$ cat config.mk
export PLATFORM = sky130hd
export DESIGN_NAME = escape_sequence_decoder
export DESIGN_NICKNAME = d
export VERILOG_FILES = /design/src/design/esd_pkg.sv /design/src/design/esd_decode.sv /design/src/design/escape_sequence_decoder.sv
export SDC_FILE = /design/constraint.sdc
export NUM_CORES = 1
export LEC_CHECK = 0
export ABC_AREA = 1
export ABC_CLOCK_PERIOD_IN_PS = 6200
export BUFFER_PORTS_ARGS = -buffer_cell sky130_fd_sc_hd__buf_4
export CORE_MARGIN = 2
export CORE_UTILIZATION = 30
export CTS_CLUSTER_DIAMETER = 150
export CTS_CLUSTER_SIZE = 24
export DETAILED_ROUTE_END_ITERATION = 6
export PLACE_DENSITY = 0.42
export SYNTH_ARGS = -nofsm -noshare
export SYNTH_HDL_FRONTEND = slang
export SYNTH_SLANG_ARGS = --single-unit
$ cat constraint.sdc
create_clock -name clock -period 6.2 [get_ports clock]
set_input_delay 0.62 -clock clock [delete_from_list [all_inputs] [get_ports clock]]
set_output_delay 0.62 -clock clock [all_outputs]
set_load 0.1 [all_outputs]
$ cat src/design/esd_pkg.sv
// esd_pkg: shared types, character constants and the hex-pair evaluator for
// the escape sequence decoder. No dependencies.
`timescale 1ns / 1ps

package esd_pkg;

   // Characters the decoder recognizes
   localparam logic [7:0] CHAR_BSLASH = 8'h5C;
   localparam logic [7:0] CHAR_DQUOTE = 8'h22;
   localparam logic [7:0] CHAR_SQUOTE = 8'h27;
   localparam logic [7:0] CHAR_ZERO   = 8'h30;
   localparam logic [7:0] CHAR_N      = 8'h6E;
   localparam logic [7:0] CHAR_R      = 8'h72;
   localparam logic [7:0] CHAR_T      = 8'h74;
   localparam logic [7:0] CHAR_X      = 8'h78;
   localparam logic [7:0] CHAR_SPACE  = 8'h20;
   localparam logic [7:0] CHAR_PLUS   = 8'h2B;
   localparam logic [7:0] CHAR_MINUS  = 8'h2D;
   localparam logic [7:0] BYTE_NUL    = 8'h00;
   localparam logic [7:0] BYTE_TAB    = 8'h09;
   localparam logic [7:0] BYTE_LF     = 8'h0A;
   localparam logic [7:0] BYTE_CR     = 8'h0D;

   localparam int unsigned MAX_RESULTS = 3;
   localparam int unsigned CNT_W       = $clog2(MAX_RESULTS + 1);

   typedef struct packed {
      logic [7:0] in_byte;
      logic       first_of_string;
      logic       last_of_string;
      logic       quoted_frame;
   } req_type;

   typedef struct packed {
      logic [7:0] out_byte;
      logic       byte_valid;
      logic       end_of_string;
   } rsp_type;

   typedef enum logic [3:0] {
      MODE_NORMAL = 4'b0001,
      MODE_BSLASH = 4'b0010,
      MODE_HEX0   = 4'b0100,
      MODE_HEX1   = 4'b1000
   } mode_type;

   typedef struct packed {
      mode_type   mode;
      logic [7:0] held;
      logic       strip;
   } dec_state_type;

   // Results of one transaction, entry 0 goes out first
   typedef struct packed {
      rsp_type [MAX_RESULTS-1:0] ent;
      logic [CNT_W-1:0]          cnt;
   } bundle_type;

   // {is_digit, value}
   function automatic logic [4:0] hex_digit(logic [7:0] c);
      logic [4:0] r;
      r = 5'b0;
      if (c >= 8'h30 && c <= 8'h39) r = {1'b1, 4'(c - 8'h30)};
      else if (c >= 8'h61 && c <= 8'h66) r = {1'b1, 4'(c - 8'h57)};
      else if (c >= 8'h41 && c <= 8'h46) r = {1'b1, 4'(c - 8'h37)};
      return r;
   endfunction

   // Base-16 parse of two bytes: optional whitespace or sign, up to two digits
   function automatic logic [7:0] hex_value(logic [7:0] c1, logic [7:0] c2);
      logic [4:0] d1;
      logic [4:0] d2;
      logic [7:0] r;
      d1 = hex_digit(c1);
      d2 = hex_digit(c2);
      r  = 8'h00;
      if (d1[4]) begin
         r = d2[4] ? {d1[3:0], d2[3:0]} : {4'h0, d1[3:0]};
      end else if (c1 == CHAR_SPACE || (c1 >= 8'd9 && c1 <= 8'd13) || c1 == CHAR_PLUS) begin
         r = d2[4] ? {4'h0, d2[3:0]} : 8'h00;
      end else if (c1 == CHAR_MINUS) begin
         r = d2[4] ? 8'(8'h00 - {4'h0, d2[3:0]}) : 8'h00;
      end
      return r;
   endfunction

endpackage

$ cat src/design/esd_decode.sv
// esd_decode: next-state and result logic for one input transaction.
// Depends on esd_pkg.
`timescale 1ns / 1ps

module esd_decode (
   input  esd_pkg::req_type       item,
   input  esd_pkg::dec_state_type cur,
   output esd_pkg::dec_state_type nxt,
   output esd_pkg::bundle_type    bundle
);
   import esd_pkg::*;

   always_comb begin
      mode_type         m;
      logic [7:0]       held;
      logic             strip;
      logic             drop;
      logic [7:0]       b;
      logic [7:0]       bytes_v [MAX_RESULTS];
      logic [CNT_W-1:0] n;

      b     = item.in_byte;
      m     = item.first_of_string ? MODE_NORMAL : cur.mode;
      held  = item.first_of_string ? 8'h00 : cur.held;
      strip = item.first_of_string ? (item.quoted_frame && !item.last_of_string) : cur.strip;
      drop  = strip && (item.first_of_string || item.last_of_string);
      n     = '0;
      for (int i = 0; i < MAX_RESULTS; i++) bytes_v[i] = 8'h00;

      if (!drop) begin
         unique case (m)
            MODE_NORMAL: begin
               if (b == CHAR_BSLASH) m = MODE_BSLASH;
               else begin
                  bytes_v[n] = b;
                  n = n + 1'b1;
               end
            end
            MODE_BSLASH: begin
               m = MODE_NORMAL;
               unique case (b)
                  CHAR_N:      begin bytes_v[n] = BYTE_LF;     n = n + 1'b1; end
                  CHAR_R:      begin bytes_v[n] = BYTE_CR;     n = n + 1'b1; end
                  CHAR_T:      begin bytes_v[n] = BYTE_TAB;    n = n + 1'b1; end
                  CHAR_BSLASH: begin bytes_v[n] = CHAR_BSLASH; n = n + 1'b1; end
                  CHAR_DQUOTE: begin bytes_v[n] = CHAR_DQUOTE; n = n + 1'b1; end
                  CHAR_SQUOTE: begin bytes_v[n] = CHAR_SQUOTE; n = n + 1'b1; end
                  CHAR_ZERO:   begin bytes_v[n] = BYTE_NUL;    n = n + 1'b1; end
                  CHAR_X:      m = MODE_HEX0;
                  default: begin
                     // unknown escape: keep the backslash, pass the byte
                     bytes_v[0] = CHAR_BSLASH;
                     bytes_v[1] = b;
                     n = 2'd2;
                  end
               endcase
            end
            MODE_HEX0: begin
               held = b;
               m    = MODE_HEX1;
            end
            MODE_HEX1: begin
               bytes_v[n] = hex_value(held, b);
               n = n + 1'b1;
               m = MODE_NORMAL;
            end
            default: m = MODE_NORMAL;
         endcase
      end

      // end of string: flush an escape cut short
      if (item.last_of_string) begin
         if (m == MODE_BSLASH) begin
            bytes_v[n] = CHAR_BSLASH;
            n = n + 1'b1;
         end else if (m == MODE_HEX0) begin
            bytes_v[0] = CHAR_BSLASH;
            bytes_v[1] = CHAR_X;
            n = 2'd2;
         end else if (m == MODE_HEX1) begin
            bytes_v[0] = CHAR_BSLASH;
            bytes_v[1] = CHAR_X;
            bytes_v[2] = held;
            n = 2'd3;
         end
         m     = MODE_NORMAL;
         strip = 1'b0;
         held  = 8'h00;
      end

      nxt.mode  = m;
      nxt.held  = held;
      nxt.strip = strip;

      for (int i = 0; i < MAX_RESULTS; i++) begin
         bundle.ent[i].out_byte      = bytes_v[i];
         bundle.ent[i].byte_valid    = 1'b1;
         bundle.ent[i].end_of_string = item.last_of_string && (CNT_W'(i + 1) == n);
      end
      bundle.cnt = n;

      // bare end marker
      if (item.last_of_string && n == '0) begin
         bundle.ent[0].out_byte      = 8'h00;
         bundle.ent[0].byte_valid    = 1'b0;
         bundle.ent[0].end_of_string = 1'b1;
         bundle.cnt                  = CNT_W'(1);
      end
   end

endmodule

$ cat src/design/escape_sequence_decoder.sv
// escape_sequence_decoder: top level, input register, decode, result queue.
// Depends on esd_pkg and esd_decode.
`timescale 1ns / 1ps

// Channel | Direction | Handshake           | Payload
// req     | in        | req_valid/req_stall | esd_pkg::req_type (one raw byte)
// rsp     | out       | rsp_valid/rsp_stall | esd_pkg::rsp_type (one decoded byte)
//
// An item producing one result passes the input register and then the
// result queue; items stream at one per cycle while rsp_stall is low. An
// item producing k results holds the queue until all k are popped; the rate
// is set by the queue draining one result per cycle. Synchronous active-high
// reset returns the decoder to normal mode, empties the input register and
// the result queue. rsp_stall backs up into the queue, then into req_stall;
// an empty input register still takes an item while the queue has results.

module escape_sequence_decoder (
   input  logic             clock,
   input  logic             reset,
   input  logic             req_valid,
   output logic             req_stall,
   input  esd_pkg::req_type req_data,
   output logic             rsp_valid,
   input  logic             rsp_stall,
   output esd_pkg::rsp_type rsp_data
);
   import esd_pkg::*;

   // input register
   logic          in_valid_ff, in_valid_in;
   req_type       in_ff;

   // decoder state
   dec_state_type st_ff, st_in;

   // result queue, entry 0 is at the output
   rsp_type [MAX_RESULTS-1:0] q_ff, q_in;
   logic [CNT_W-1:0]          cnt_ff, cnt_in;

   dec_state_type st_next;
   bundle_type    bundle;
   logic          pop, queue_free, load, accept;

   esd_decode u_decode (
      .item   (in_ff),
      .cur    (st_ff),
      .nxt    (st_next),
      .bundle (bundle)
   );

   assign rsp_valid  = (cnt_ff != '0);
   assign rsp_data   = q_ff[0];
   assign pop        = rsp_valid && !rsp_stall;
   // queue can take a new bundle when empty or emptying this cycle
   assign queue_free = (cnt_ff == '0) || (cnt_ff == CNT_W'(1) && pop);
   assign load       = in_valid_ff && queue_free;
   assign req_stall  = in_valid_ff && !queue_free;
   assign accept     = req_valid && !req_stall;

   always_comb begin
      in_valid_in = in_valid_ff;
      if (load) in_valid_in = 1'b0;
      if (accept) in_valid_in = 1'b1;

      st_in = load ? st_next : st_ff;

      q_in   = q_ff;
      cnt_in = cnt_ff;
      if (pop) begin
         for (int i = 0; i < MAX_RESULTS - 1; i++) q_in[i] = q_ff[i+1];
         cnt_in = cnt_ff - 1'b1;
      end
      if (load) begin
         q_in   = bundle.ent;
         cnt_in = bundle.cnt;
      end
   end

   always_ff @(posedge clock) begin
      if (reset) begin
         in_valid_ff <= 1'b0;
         cnt_ff      <= '0;
         st_ff.mode  <= MODE_NORMAL;
         st_ff.held  <= 8'h00;
         st_ff.strip <= 1'b0;
      end else begin
         in_valid_ff <= in_valid_in;
         cnt_ff      <= cnt_in;
         st_ff       <= st_in;
      end
   end

   always_ff @(posedge clock) begin
      if (accept) in_ff <= req_data;
      q_ff <= q_in;
   end

   // end marker only on the last queued result
   a_eos_last: assert property (@(posedge clock) disable iff (reset)
      rsp_valid && rsp_data.end_of_string |-> cnt_ff == CNT_W'(1))
      else $error("end_of_string before last queued result");

   // an empty byte only as a bare end marker
   a_bare_marker: assert property (@(posedge clock) disable iff (reset)
      rsp_valid && !rsp_data.byte_valid |-> rsp_data.end_of_string)
      else $error("invalid byte without end_of_string");

   // a last byte always yields at least one result
   a_last_yields: assert property (@(posedge clock) disable iff (reset)
      load && in_ff.last_of_string |=> rsp_valid)
      else $error("last byte produced no result");

   // stall only while holding an item
   a_stall_held: assert property (@(posedge clock) disable iff (reset)
      req_stall |-> in_valid_ff && rsp_valid)
      else $error("input stalled without backlog");

endmodule
Word level (Yosys, flattened, before mapping)
Index checks and enable logic that the tools add are counted.

cells by class
  add/sub/neg operators = 9
  $lt $le $gt $ge = 16
  equal/unequal tests = 22
  multiplexer cells = 56
  bitwise operators = 4
  reduce and logical (&&, ||, !) cells = 35

operators with widths
  cell                   number
  $mux W8                14
  $mux W24               3
  $mux W5                10
  $eq A8 B6 Y1 const B   6
  $pmux W7 S6            1
  $eq A8 B7 Y1 const B   5
  $mux W20               2
  $ge A8 B7 Y1 const B   4
  $le A8 B7 Y1 const B   4
  $mux W16               2
  $pmux W8 S3            1
  $mux W4                5
  $logic_and A1 B1 Y1    19
  $demux W8 S2           1
  $ge A8 B6 Y1 const B   2
  $le A8 B6 Y1 const B   2
  $sub A4 B3 Y4 const B  4
  $mux W2                7
  $and A12 B12 Y12       1
  $mux W12               1
  $not A12 Y12           1
  $or A12 B12 Y12        1
  $pmux W4 S3            1
  $eq A4 B2 Y1 const B   2
  other kinds (26)       43

storage, ports and cells
  bits in registers = 55
  input port bits = 15
  output and inout port bits = 12

Logic depth before layout (Yosys ltp)
Gate-level depths: netlist of the first run.

  depth after elaboration = 20
  depth in mapped cells = 21
  gate-level depth less buffers = 21

Hierarchy
A second synthesis of the first run with hierarchy kept.

second synthesis, totals
  cells, all modules = 585
  area total of the unflattened synthesis = 4077.7 um^2

by module, submodules not included
  module                   instances  cells an instance  area each (um^2)
  escape_sequence_decoder  1          208                2254.7
  esd_decode               1          377                1823.0

Least setup slack after synthesis of the first run
Ideal clock, no wire load.

  kind = input to register
  start point = in rsp_stall
  end point = reg in_ff[0] (netlist bit), enable pin
  arrival = 2567 ps
  data required time = 5911 ps
  slack = 3344 ps
  stages = 7
  path buffers = 0
  path through = inv_1 -> a21oi_1 -> inv_1 -> nor2_1 -> inv_1 -> nand2_1 -> inv_1

between the ends
  cells in the longest elaborated chain, start to end = 8

RTL lines
  element                 line                           text
  start: declaration      escape_sequence_decoder.sv:24  input logic rsp_stall,
  $logic_not A1 Y1        escape_sequence_decoder.sv:53  assign pop = rsp_valid && !rsp_stall;
  $logic_and A1 B1 Y1     escape_sequence_decoder.sv:53
  $logic_and A1 B1 Y1     escape_sequence_decoder.sv:55  assign queue_free = (cnt_ff == '0) || (cnt_ff == CNT_W'(1) && pop);
  $logic_or A1 B1 Y1      escape_sequence_decoder.sv:55
  $logic_not A1 Y1        escape_sequence_decoder.sv:57  assign req_stall = in_valid_ff && !queue_free;
  $logic_and A1 B1 Y1     escape_sequence_decoder.sv:57
  named net req_stall     escape_sequence_decoder.sv:21  output logic req_stall,
  $logic_not A1 Y1        escape_sequence_decoder.sv:58  assign accept = req_valid && !req_stall;
  $logic_and A1 B1 Y1     escape_sequence_decoder.sv:58
  named net accept        escape_sequence_decoder.sv:42  logic pop, queue_free, load, accept;
  end signal: assignment  escape_sequence_decoder.sv:94  if (accept) in_ff <= req_data;
  end: declaration        escape_sequence_decoder.sv:31  req_type in_ff;

The timed path passes the listed nets, and every way through them passes these cells.
A chain may end at the register's enable or synchronous reset.

==> results of run 1 <==
-- cells by family (layout without fill, tap and decap cells) --
| group | Yosys count | after routing |
|---|---|---|
| AND/OR/NAND/NOR | 308 | 308 |
| XOR/XNOR | 2 | 2 |
| AO/OA/AOI/OAI | 81 | 81 |
| flip-flops | 55 | 55 |
| adder cells (fa/ha/maj) | 14 | 14 |
| buffers and inverters | 99 | 110 |
-- worst max-delay path by stage --
stage             endpoint  slack [ps]  cells after the start
2_1_floorplan     in_ff[0]        3340                      7
3_3_place_gp      q_ff[10]        3230                     20
3_5_place_dp      q_ff[10]        3190                     19
4_1_cts        rsp_data[4]        3160                     18
5_1_grt           q_ff[10]        2840                     19
6_report       rsp_data[0]        3090                     18
-- synth_stat cells (all sizes together) (2+ instances only) --
master / number / area, um^2
inv: 74 / 280
clkbuf: 7 / 27.5
nor2: 74 / 315
a31oi: 3 / 18.8
a21oi: 32 / 190
dfxtp: 16 / 320
o21ai: 31 / 163
o22ai: 4 / 25.0
buf: 18 / 130
nor3: 7 / 35.0
xor2: 2 / 17.5
edfxtp: 39 / 1170
o211ai: 4 / 30.0
nand4: 11 / 75.1
ha: 14 / 175
nand3: 40 / 210
nand2: 173 / 674
-- per-layer routing --
layer,wire length (um),vias to the layer above
met5,0,-
met4,185,0
met3,508,13
met2,5180,81
met1,5300,1621
li1,-,1835
-- sequential cells by signal (all words and copies together), names as in the netlist --
name         count
in_ff           11
in_valid_ff      1
cnt_ff           2
rsp_data        10
q_ff            18
st_ff           13
-- critical path, cell delays in order, from the launching register on --
cell and delay, ps:
edfxtp_1 530, inv_1 180, ha_1 280, inv_1 110, nor2_1 70, nand2_1 80, nand2_1 60, nor2_1 140
nand2_1 130, nor2_2 290, inv_1 110, ha_1 290, inv_1 60, nand4_1 100, nand2_1 90, inv_1 60
nand2_1 100, inv_1 60, o31ai_1 200
-- metrics by stage --
stage,setup WS [ps],cell area (um^2),cells,power [W],hold slack [ps]
after floorplan,3340,3950,559,0.00114,445
after global placement,3230,4220,734,0.00126,473
after detailed placement,3190,4220,734,0.00126,475
after CTS,3160,4360,742,0.00155,475
after global routing,2840,4360,742,0.00162,477
final,3090,4360,742,0.00153,479
-- power groups by stage --
stage / sequential (W) / combinational, W / clock (W)
floorplan: 0.000555 / 0.000588 / 0
global placement: 0.000578 / 0.000682 / 0
detailed placement: 0.000578 / 0.000680 / 0
CTS: 0.000570 / 0.000683 / 0.000299
global route: 0.000578 / 0.000731 / 0.000310
finish: 0.000569 / 0.000675 / 0.000288
-- layout make-up --
class / instances / area [um^2] / area share
Tap cell: 172 / 215 / 0.0493
Inverter: 74 / 280 / 0.0642
Multi-Input combinational cell: 405 / 2020 / 0.464
Clock inverter: 2 / 12.5 / 0.00287
Timing Repair Buffer: 28 / 210 / 0.0482
Clock buffer: 6 / 129 / 0.0295
Sequential cell: 55 / 1490 / 0.342
==> parameters.txt, run 1 <==
Parameter                              Value

Clock tree
  Post-CTS Hold Buffers    0
  CTS resizes    0
  TritonCTS buffer count    5
  Worst skew pair latency    300 ps
  Clock tree from TritonCTS    built
  Clock tree sinks    55
  Max Buffers Root-to-Sink    2
  Clock slew at reported path FFs    70 ps
  Total setup buffers inserted after CTS    0
  Library cell used as clock root buffer    clkbuf_16
  Max H-tree Level    2

Global routing
  Vias in the first global route    3,376
  GRT overflow    0
  GRT Max-Usage Layer    met2
  Met1 Resource Use GR    0.217
  Met3 layer usage reported by global route    0.0299
  Number of antenna violations at the first check in global routing    0
  Maximum number of pins on one net before global-route repair    35
  First-pass GRT wire length    17,800 um
  All-Layer GR Usage    0.162
  Met2 Track Usage GR    0.260

Finish
  # nets final    598
  Most used cells in the layout excluding fill and tap cells    nand2_1, inv_1, nor2_1
  Layout area overhead    10.4%
  Count of filler cells inserted in the layout    1,414
  Diodes inserted    0
  Fraction of final layout cells sized beyond drive strength 1    0.132
  Most frequent standard cell in the layout excluding fill and tap cells    nand2_1
  Fin util    0.343

Pwr
  Power Density    351 nW/um^2
  Leakage power    1.92 nW
  Switch Pwr    0.000713 W
  Pint    0.000819 W
  Portion of total power attributed to sequential cells    0.371
  Switching portion of total power    0.465
  Fraction of power consumed by the clock network    0.188
  Maximum VDD drop    0.000103 V
  Logic gate share of total power    0.441

Drt
  Total DRC errors in the routed layout    0
  Drt total wl    11,200 um
  Post-detailed-route wirelength per cell    15.1 um
  Detail-routed via count per cell    4.78
  Number of routed nets with antenna violations    0
  Routed vias    3,550
  Violation count after the first detailed-route iteration    230
  Count of TritonRoute iterations in the first routing pass    5

Die
  Horizontal die dimension    119 um
  Number of top-level design ports    27
  Total die area    14,100 um^2
  Core Area    12,700 um^2
  Floorplan die height    119 um
  Number of placement rows    41
  Initial Utilization    0.311

Yosys
  Primary flip-flop cell chosen by synthesis mapping    edfxtp_1
  Portion of netlist area occupied by mux cells    0
  Number of flops mapped to enable cells by yosys    39
  Post-synthesis instance area    3950 um^2
  Unique cell type count in the Yosys netlist    41
  Main combinational cell family by area after synthesis    simple AND/OR/NAND/NOR gates
  Simple-gate portion of the synthesized area    0.340
  Post-synthesis sequential area ratio    0.377
  Synthesized net count    588
  Post-synthesis xor/xnor area fraction    0.00443
  Share of the synthesized area in compound gates (AO/OA/AOI/OAI)    0.123
  Post-Synthesis Cells    559
  Warnings from Yosys    0
  Share of flip-flops with an asynchronous set or reset    0
  Flops & latches, synth    55
  Mean cell area of the mapped netlist    7.07 um^2
  Share of synthesized cell area in full adder, half adder and majority cells    0.0443

Setup path
  Startpoint of the lowest-slack register-to-register path    in_ff[3]
  Element type at the critical path start    flop
  Required time at the worst-slack endpoint    6330 ps
  Setup slack of the most critical reg-to-reg path    3090 ps
  Cell depth of the worst flop-to-flop path    18
  Critical path origin    in_ff[3]
  Arrival time of data at the critical path endpoint    3240 ps
  Largest fanout on the critical path    9
  Worst flop-to-flop path endpoint    rsp_data[0]
  Type of destination of the critical path    flop
  Critical path class    reg -> reg

Timing
  Ratio of final minimum period to clock period    0.501
  Layout Skew    4.23 ps
  Unrepaired setup endpoints after global routing    false
  Top achievable clock speed    0.322 GHz
  Setup TNS    0 ps
  Hold Violations, Final    0
  Slew Viols, Final    0
  Normalized max-slew margin    0.481
  Final-report setup violation count    0
  Tightest Pin Transition    777 ps
  Shortest clock period the worst path allows after layout    3110 ps

Job
  Max-cap check violation count    0

Min path
  Worst Hold Path EP    st_ff[7]
  Worst hold path type    reg -> reg
  Worst Hold Launch    st_ff[7]
  Cell depth of the worst min-delay path    2

Outcome
  Status    finished, final reports clean

Place
  Final RePlAce weighted congestion    0.922
  Detail Placement HPWL    8600 um
  Count of input and output buffers    26
No activity file was read; power rests on OpenSTA's default activity.
==> run 2: changes to the inputs <==
- ABC_CLOCK_PERIOD_IN_PS: 6200 -> 2630
- PLACE_DENSITY: 0.42 -> 0.44
- clock period: 6.2 -> 2.63 ns (I/O delays scaled with it)
==> parameters.txt, run 2 (same netlist as run 1, synthesis figures left out) <==
Parameter                              Value

Clock tree
  Clock tree sinks    55 (unchanged)
  TritonCTS buffer count    5 (unchanged)
  Max H-tree Level    2 (unchanged)
  Max Buffers Root-to-Sink    2 (unchanged)
  Clock slew at reported path FFs    70 ps (about the same)
  Library cell used as clock root buffer    clkbuf_16 (unchanged)
  Clock tree from TritonCTS    built (unchanged)
  Worst skew pair latency    310 ps (was 300 ps)

Timing
  Ratio of final minimum period to clock period    0.945 (was 0.501)
  Slew Viols, Final    0 (unchanged)
  Normalized max-slew margin    0.477 (was 0.481)
  Top achievable clock speed    0.402 GHz (was 0.322 GHz)
  Hold Violations, Final    0 (unchanged)
  Tightest Pin Transition    783 ps (was 777 ps)
  Layout Skew    4.25 ps (was 4.23 ps)
  Post-route worst hold slack    125 ps (was 479 ps)
  Final-report setup violation count    0 (unchanged)
  Shortest clock period the worst path allows after layout    2480 ps (was 3110 ps)
  Setup TNS    0 ps (unchanged)
  Unrepaired setup endpoints after global routing    true (was false)

Setup path
  Cells along the critical path    inv_2 > ha_4 > inv_2 > nor3_4 > nand2_1 > nand2_2 > nor2_4 > nand2_4 > nand2_2 > nand2_2 > nand2_2 > ha_1 > inv_1 > nand4_1 > nand2_1 > inv_2 > nand2_2 > inv_1 > nand3_1 > nand2_1 (was inv_1 > ha_1 > inv_1 > nor2_1 > nand2_1 > nand2_1 > nor2_1 > nand2_1 > nor2_2 > inv_1 > ha_1 > inv_1 > nand4_1 > nand2_1 > inv_1 > nand2_1 > inv_1 > o31ai_1)
  Peak per-stage delay on the critical path    420 ps (was 530 ps)
  Critical path origin    in_ff[3] (unchanged)
  Arrival time of data at the critical path endpoint    2550 ps (was 3240 ps)
  Element type at the critical path start    flop (unchanged)
  Type of destination of the critical path    flop (unchanged)
  Cell with the largest stage delay on the worst path    edfxtp_1 (unchanged)
  Most used cell along the critical path    nand2_2 (was inv_1)
  Required time at the worst-slack endpoint    2700 ps (was 6330 ps)
  Family of cells with the greatest summed delay on the critical path    simple AND/OR/NAND/NOR gates (unchanged)
  Largest fanout on the critical path    3 (was 9)
  Critical path class    reg -> reg (unchanged)
  WP buf/inv    5 (was 6)
  Startpoint of the lowest-slack register-to-register path    in_ff[3] (unchanged)

Finish
  Fraction of final layout cells sized beyond drive strength 1    0.301 (was 0.132)
  # nets final    680 (was 598)
  Number of flip-flops under the largest register name    18 (unchanged)
  Layout area overhead    30.8% (was 10.4%)
  Fin util    0.406 (was 0.343)
  Most frequent standard cell in the layout excluding fill and tap cells    nand2_1 (unchanged)
  Multi-input gate area in the final layout    2200 um^2 (was 2020 um^2)
  Largest register by flop count    q_ff (unchanged)
  Combined flip-flop and latch cell area    1490 um^2 (unchanged)
  Diodes inserted    0 (unchanged)
  Largest regs    q_ff: 18 flops, st_ff: 13 flops, in_ff: 11 flops (unchanged)
  Most used cells in the layout excluding fill and tap cells    nand2_1, buf_4, inv_1 (was nand2_1, inv_1, nor2_1)
  Final Non-Filler Cells    824 (was 742)
  Count of filler cells inserted in the layout    1,380 (was 1,414)

Die
  Horizontal die dimension    119 um (unchanged)
  Number of placement rows    41 (unchanged)
  Initial Utilization    0.311 (unchanged)
  Floorplan die height    119 um (unchanged)
  Core Area    12,700 um^2 (unchanged)
  Number of top-level design ports    27 (unchanged)
  Total die area    14,100 um^2 (unchanged)

Drt
  Detail-routed via count per cell    4.70 (was 4.78)
  Violation count after the first detailed-route iteration    227 (was 230)
  Drt total wl    12,000 um (was 11,200 um)
  Number of routed nets with antenna violations    0 (unchanged)
  Post-detailed-route wirelength per cell    14.5 um (was 15.1 um)
  Routed vias    3,873 (was 3,550)
  Count of TritonRoute iterations in the first routing pass    4 (was 5)
  Total DRC errors in the routed layout    0 (unchanged)

Pwr
  Overall power    0.00381 W (was 0.00153 W)
  Power Density    737 nW/um^2 (was 351 nW/um^2)
  Leakage power    2.33 nW (was 1.92 nW)
  Maximum VDD drop    0.000314 V (was 0.000103 V)

Global routing
  All-Layer GR Usage    0.170 (was 0.162)
  GRT overflow    0 (unchanged)
  Vias in the first global route    3,626 (was 3,376)
  Maximum number of pins on one net before global-route repair    34 (was 35)
  First-pass GRT wire length    18,700 um (was 17,800 um)
  Number of antenna violations at the first check in global routing    0 (unchanged)

Outcome
  Status    finished, final reports clean (unchanged)

Min path
  Worst hold path type    in -> reg (was reg -> reg)
  Worst Hold Launch    req_data[8] (was st_ff[7])

Place
  Detail Placement HPWL    9470 um (was 8600 um)
  Count of input and output buffers    26 (unchanged)
  Instance count after placement with tap cells included    804 (was 734)
  Final RePlAce weighted congestion    0.961 (was 0.922)

Job
  Max-cap check violation count    0 (unchanged)
[run 2: path summary, 6_finish.rpt]
kind,end,slack (ps),cells after the start
setup / recovery,q_ff[10],150,20
hold / removal,in_ff[8],130,1
hold reg to reg,st_ff[7],480,2
setup reg to reg,q_ff[10],150,20
[run 2: where the power goes]
group | internal [W] | leakage (nW) | total (W) | switching [W]
combinational | 0.000471 | 1.76 | 0.00181 | 0.00134
sequential | 0.00124 | 0.504 | 0.00131 | 0.0000792
clock | 0.000353 | 0.0669 | 0.000683 | 0.000330
[run 2: routing by layer]
metal | track usage | up-vias | part of all wire
li1 | - | 1997 | -
met1 | 0.237 | 1792 | 0.49
met2 | 0.268 | 72 | 0.46
met3 | 0.0352 | 12 | 0.035
met4 | 0.0387 | 0 | 0.015
met5 | 0 | - | 0
[run 2: area by class of cell]
| cell class | count | share of cell area |
|---|---|---|
| tap | 172 | 0.0416 |
| timing repair buffer | 110 | 0.162 |
| multi-input combinational | 405 | 0.425 |
| sequential | 55 | 0.289 |
| inverter | 74 | 0.0552 |
| clock buffer | 6 | 0.0249 |
| clock inverter | 2 | 0.00242 |
[run 2: through the flow]
stage	instance area [um^2]	setup slack (ps)
6_report	5170	145
5_1_grt	5170	-48.6
4_1_cts	4900	7.87
3_5_place_dp	4750	-49.4
3_3_place_gp	4750	-27.1
2_1_floorplan	3950	85.0
[run 2: repair_timing]
action / 4_1_cts / 5_1_grt
pin swaps: 0 / 17
resized for setup: 4 / 51
buffers inserted: 0 / 12
hold buffers: 0 / 0
endpoints found under the setup margin: 6 / 22
